File: src/rsp_pkg.sv
`timescale 1ns / 1ps

package rsp_pkg;

    localparam int SCREEN_WIDTH = 320;
    localparam int SCREEN_HEIGHT = 240;
    localparam int HALF_W = SCREEN_WIDTH / 2;
    localparam int HALF_H = SCREEN_HEIGHT / 2;

    // road half width in world units, and its scale against Q4.12 depth
    localparam int ROAD_HALF_SPAN = 80;
    localparam int HW_SCALE = (ROAD_HALF_SPAN / 16) * SCREEN_WIDTH;

    // power-of-two factors of the projection denominators
    localparam int X_SHIFT = 19;
    localparam int Y_SHIFT = 13;
    localparam int HW_SHIFT = 1;
    localparam int CURVE_SHIFT = 6;

    localparam int FIELD_W = 16;
    localparam int ACC_W = 32;
    localparam int DZ_W = ACC_W + 1;
    localparam int CX_W = 40;
    localparam int CXM_W = CX_W - 1;
    localparam int SW_BITS = $clog2(SCREEN_WIDTH + 1);
    localparam int CXW_W = CXM_W + SW_BITS;
    localparam int NUM_W = FIELD_W + CXW_W;

    // quotient bits: y and half width stay exact, x only needs to saturate
    localparam int QW_X_MIN = 17;
    localparam int QW_Y = $clog2(SCREEN_HEIGHT * 128 + 1);
    localparam int QW_HW = $clog2(SCREEN_WIDTH * 40 + 1);
    localparam int QW_A = (QW_Y > QW_HW) ? QW_Y : QW_HW;
    localparam int QW_PROJ = (QW_A > QW_X_MIN) ? QW_A : QW_X_MIN;
    localparam int QW_SLOPE = 32;
    localparam int QUO_W = QW_SLOPE;
    localparam int QCNT_W = $clog2(QW_SLOPE + 1);
    localparam int SCR_W = QUO_W + 2;

    localparam int DEN_W = DZ_W + X_SHIFT;
    localparam int DSH_A = DEN_W + QW_PROJ - 1;
    localparam int DSH_B = FIELD_W + QW_SLOPE - 1;
    localparam int DSH_W = (DSH_A > DSH_B) ? DSH_A : DSH_B;
    localparam int CMP_W = (NUM_W > DSH_W + 1) ? NUM_W : DSH_W + 1;

    // n/3 as a multiply by reciprocal, exact for 16-bit n
    localparam int RECIP3 = 43691;
    localparam int RECIP3_SHIFT = 17;
    localparam int RECIP_W = 32;

    localparam int CFG_IDX_W = 1;
    localparam logic [CFG_IDX_W-1:0] REG_VIEW_DEPTH = 1'd0;
    localparam logic [CFG_IDX_W-1:0] REG_EYE_HEIGHT = 1'd1;
    localparam logic [FIELD_W-1:0] VIEW_DEPTH_RESET = 16'd4096;
    localparam logic [FIELD_W-1:0] EYE_HEIGHT_RESET = 16'd256;

    localparam int OP_W = 3;
    localparam logic [OP_W-1:0] OP_NEAR_X = 3'd0;
    localparam logic [OP_W-1:0] OP_NEAR_Y = 3'd1;
    localparam logic [OP_W-1:0] OP_NEAR_HW = 3'd2;
    localparam logic [OP_W-1:0] OP_FAR_X = 3'd3;
    localparam logic [OP_W-1:0] OP_FAR_Y = 3'd4;
    localparam logic [OP_W-1:0] OP_FAR_HW = 3'd5;
    localparam logic [OP_W-1:0] OP_SLOPE = 3'd6;
    localparam logic [OP_W-1:0] OP_LAST = OP_FAR_HW;

    typedef struct packed {
        logic load_item;
        logic frame_init;
        logic prep;
        logic div_start;
        logic result_store;
        logic out_load;
        logic [OP_W-1:0] op;
    } rsp_cmd_t;

    typedef struct packed {
        logic frame_start;
        logic len_nonzero;
        logic projected;
        logic div_done;
    } rsp_status_t;

endpackage

File: src/rsp_ctrl.sv
`timescale 1ns / 1ps

module rsp_ctrl import rsp_pkg::*; (
    input  logic        clk,
    input  logic        rst_n,
    input  logic        in_valid,
    output logic        in_ready,
    output logic        out_valid,
    input  logic        out_ready,
    input  rsp_status_t status,
    output rsp_cmd_t    cmd
);

    localparam logic [2:0] S_IDLE = 3'd0;
    localparam logic [2:0] S_ENTRY = 3'd1;
    localparam logic [2:0] S_SLOPE_WAIT = 3'd2;
    localparam logic [2:0] S_PREP = 3'd3;
    localparam logic [2:0] S_CHECK = 3'd4;
    localparam logic [2:0] S_DIV_GO = 3'd5;
    localparam logic [2:0] S_DIV_WAIT = 3'd6;
    localparam logic [2:0] S_OUT = 3'd7;

    logic [2:0]      state_reg;
    logic [2:0]      state_next;
    logic [OP_W-1:0] op_reg;
    logic [OP_W-1:0] op_next;
    logic            out_valid_reg;
    logic            out_valid_next;

    always_comb
    begin
        state_next = state_reg;
        op_next = op_reg;
        out_valid_next = out_valid_reg;
        cmd = '0;
        cmd.op = op_reg;
        if (out_valid_reg && out_ready)
        begin
            out_valid_next = 1'b0;
        end
        case (state_reg)
            S_IDLE:
            begin
                if (in_valid)
                begin
                    cmd.load_item = 1'b1;
                    state_next = S_ENTRY;
                end
            end
            S_ENTRY:
            begin
                state_next = S_PREP;
                if (status.frame_start)
                begin
                    cmd.frame_init = 1'b1;
                    if (status.len_nonzero)
                    begin
                        cmd.div_start = 1'b1;
                        cmd.op = OP_SLOPE;
                        state_next = S_SLOPE_WAIT;
                    end
                end
            end
            S_SLOPE_WAIT:
            begin
                cmd.op = OP_SLOPE;
                if (status.div_done)
                begin
                    cmd.result_store = 1'b1;
                    state_next = S_PREP;
                end
            end
            S_PREP:
            begin
                cmd.prep = 1'b1;
                op_next = OP_NEAR_X;
                state_next = S_CHECK;
            end
            S_CHECK:
            begin
                state_next = status.projected ? S_DIV_GO : S_OUT;
            end
            S_DIV_GO:
            begin
                cmd.div_start = 1'b1;
                state_next = S_DIV_WAIT;
            end
            S_DIV_WAIT:
            begin
                if (status.div_done)
                begin
                    cmd.result_store = 1'b1;
                    if (op_reg == OP_LAST)
                    begin
                        state_next = S_OUT;
                    end
                    else
                    begin
                        op_next = op_reg + 1'b1;
                        state_next = S_DIV_GO;
                    end
                end
            end
            S_OUT:
            begin
                if (!out_valid_reg || out_ready)
                begin
                    cmd.out_load = 1'b1;
                    out_valid_next = 1'b1;
                    state_next = S_IDLE;
                end
            end
            default:
            begin
                state_next = S_IDLE;
            end
        endcase
    end

    always_ff @(posedge clk or negedge rst_n)
    begin
        if (!rst_n)
        begin
            state_reg <= S_IDLE;
            op_reg <= OP_NEAR_X;
            out_valid_reg <= 1'b0;
        end
        else
        begin
            state_reg <= state_next;
            op_reg <= op_next;
            out_valid_reg <= out_valid_next;
        end
    end

    assign in_ready = (state_reg == S_IDLE);
    assign out_valid = out_valid_reg;

endmodule

File: config.mk
export PLATFORM = sky130hd
export DESIGN_NAME = rsp_ctrl
export DESIGN_NICKNAME = d
export VERILOG_FILES = /design/src/rsp_pkg.sv /design/src/rsp_ctrl.sv
export SDC_FILE = /design/constraint.sdc
export NUM_CORES = 1
export LEC_CHECK = 0
export BUFFER_PORTS_ARGS = -buffer_cell sky130_fd_sc_hd__buf_2
export CAP_MARGIN = 20
export CORE_MARGIN = 2
export CORE_UTILIZATION = 35
export CTS_CLUSTER_DIAMETER = 80
export DETAILED_ROUTE_END_ITERATION = 10
export HOLD_SLACK_MARGIN = 0.15
export RECOVER_POWER = 100
export SLEW_MARGIN = 20
export SYNTH_ARGS = -nofsm -noshare
export SYNTH_HDL_FRONTEND = slang
export SYNTH_SLANG_ARGS = --single-unit
export TNS_END_PERCENT = 20
File: constraint.sdc
create_clock -name clk -period 1.2 [get_ports clk]
set_input_delay 0 -clock clk [delete_from_list [all_inputs] [get_ports clk]]
set_output_delay 0 -clock clk [all_outputs]
set_load 0.005 [all_outputs]
==> impl_metrics.tcl <==
set metrics [dict create \
    final_cell_mix "16 x buf_2, 11 x buf_4, 5 x nand2_1, 5 x dlygate4sd3_1, 5 x dfrtp_1" \
    via_per_inst 4.955 \
    violations "negative setup slack" \
    critPathRequiredTime_ps 1200 \
    worstPathMaxFanout 6 \
    run_status "finished, violations left" \
    first_iter_violations 4 \
    rows 14 \
    htreeDepth 1 \
    pwr-share-comb_pct 66.8 \
    seq_power_share_pct 23.0 \
    final_common_cell "buf_2" \
    gp_congestion 0.7730 \
    place.detailed.hpwl_um 984.9 \
    skew_ps 7.045 \
    die_h_um 45.08 \
    grt_max_degree 9 \
    cts_tree "built" \
    seq_area_frac_synth_pct 29.66 \
    drive_gt1_share_pct 56.84 \
    antenna_found_initial 0 \
    synthTopCellsByArea "dfrtp_1 30%, o311ai_2 8.3%, buf_6 5.7%, ha_1 4.2%, nand4b_4 4.0%" \
    setup_ws_ps -151.1 \
    die_w_um 45.08 \
    clk_latency_ps 260 \
    synth_area_um2 590.6 \
    core_mm2 0.001541 \
    hold_viol 0 \
    slew_violations 0 \
    hold_class "in2reg" \
    grt_pass1_vias 578 \
    clock_power_share_pct 10.3 \
    num_vias 550 \
    p_leak_nw 0.4295 \
    synth_top_area_share_pct 29.66 \
    cap_violations 0 \
    fin_tns_setup_ps -593.2 \
    numClockSinks 7 \
    initial_utilization_pct 38.31 \
    period_share_pct 112.6 \
    critPathKind "reg2out" \
    synth_cell_types 33 \
    cts.path.max_buffers 2 \
    final_area_um2 873.3 \
    arrival_ps 1350 \
    cts_buffers 3 \
    overflow 0 \
    postSynthAreaPerCell_um2 10.18 \
    p_int_mw 1.298 \
    yosysWarnings 0 \
    clk_pin_slew_ps 60 \
    slew_headroom_pct 77.90 \
    routedWlPerCell_um 12.18 \
    crit_path_end_kind "primary output" \
    min_period_ps 1351 \
    dpl_cell_area_um2 742.0 \
    powerDensity_mw_per_mm2 2524 \
    syn_inst 58 \
    synthToLayoutAreaGrowth_pct 47.88 \
    dieArea_mm2 0.002032 \
    synth_nets 68 \
    ys_seq_elements 7 \
    finalWirelength_um 1352 \
    p_sw_uw 906.0 \
    io_pins 19 \
    switching_share_pct 41.10 \
    tightestPinTransition_ps 330.3 \
    max_freq_mhz 740.1 \
    start_kind "register" \
    cts_root_buffer "clkbuf_4" \
    track_usage_pct 16.86 \
    peakVddDrop_mv 1.155 \
    rsz0062_at_grt "yes" \
    antenna_cells 0 \
    yosys.area.top_type "dfrtp_1" \
    finalNetCount 106 \
    postRouteAntennaNets 0 \
    dr.pass1.iters 4 \
    n_fill_cell 150 \
    grt_pass1_wl_um 2408 \
    port_buffers 18 \
    drc 0 \
    setup_viol 7 \
]
path summary, 6_finish.rpt:
path	start	end	slack (ps)	depth (start not counted)
min in group asynchronous	rst_n	op_reg[2]	690	3
max reg2reg	op_reg[1]	op_reg[1]	-20	5
max	state_reg[0]	cmd[2]	-150	4
max in group asynchronous	rst_n	state_reg[2]	240	3
min	status[1]	state_reg[1]	170	4
min reg2reg	op_reg[2]	op_reg[2]	510	1
cells by family (layout without fill, tap and decap cells):
family          Yosys count  in the layout  share of synthesized area (%)
flops                     7              7                          29.66
compound gates           12             12                          21.40
simple gates             30             30                          35.38
buf+inv                   6             43                          7.627
fa+ha+maj                 2              2                          4.237
mux                       1              1                          1.695
synthesized netlist by cell type:
cell / count
nand3_1: 1
a21o_1: 1
or3_1: 1
nand4_2: 1
a21bo_1: 1
and2b_1: 1
o221ai_2: 1
nand2_1: 6
buf_6: 3
a21oi_1: 1
nor3_2: 1
nor4b_2: 1
a21oi_2: 2
o311ai_2: 3
nand4b_4: 1
nand2b_1: 2
nor2b_1: 1
nor3_1: 1
nand4_1: 2
ha_1: 2
or2_1: 2
o21ai_0: 1
or2b_1: 1
o221ai_1: 1
nor2b_2: 1
and2_1: 2
mux2i_1: 1
nor2_1: 3
dfrtp_1: 7
inv_2: 1
and2_4: 2
o21ai_2: 1
inv_1: 2
repair_timing:
item                                    4_1_cts  5_1_grt
endpoints found under the setup margin       11       14
hold buffers                                  5        0
buffers inserted                              3        0
pin swaps                                     6        1
endpoints found under the hold margin         9        0
gates resized for setup                       7        4
worst max-delay path, stage by stage, from the launching register on:
cell and delay, ps:
dfrtp_2 440, or2b_1 260, a21oi_2 180, or2_1 110, buf_2 100
per-layer routing:
layer  up-vias  GRT usage (%)  wire length, µm
met5         -              0                0
met4         0          10.59               44
met3         7          5.200               66
met2        17          28.00              688
met1       246          18.55              553
li1        280              -                -
power by group through the flow:
stage	clock network (mW)	registers, mW	logic (mW)
5_1_grt	0.241	0.532	1.63
3_3_place_gp	0	0.486	1.30
4_1_cts	0.223	0.500	1.47
2_1_floorplan	0	0.451	0.906
6_report	0.226	0.506	1.47
3_5_place_dp	0	0.489	1.32
layout make-up:
cell class	count	area, µm²	share of cell area, %
clock buffers	4	26.28	3.009
repair buffers	36	250.2	28.65
flip-flops and latches	7	177.7	20.34
inverters	3	11.26	1.289
multi-input cells	45	387.9	44.41
well taps	16	20.02	2.292
through the flow:
step / setup WS, ps / hold slack (ps) / utilization (%) / std cells / total power, mW
global route: -223.4 / 211.9 / 56.66 / 111 / 2.399
global placement: 21.96 / -158.1 / 48.13 / 99 / 1.782
finish: -151.1 / 167.2 / 56.66 / 111 / 2.204
floorplan: 49.08 / -295.6 / - / 58 / 1.357
detailed placement: -48.25 / -157.5 / 48.13 / 99 / 1.806
CTS: -154.0 / 176.5 / 56.41 / 111 / 2.190
(Power assumes the default switching activity.)
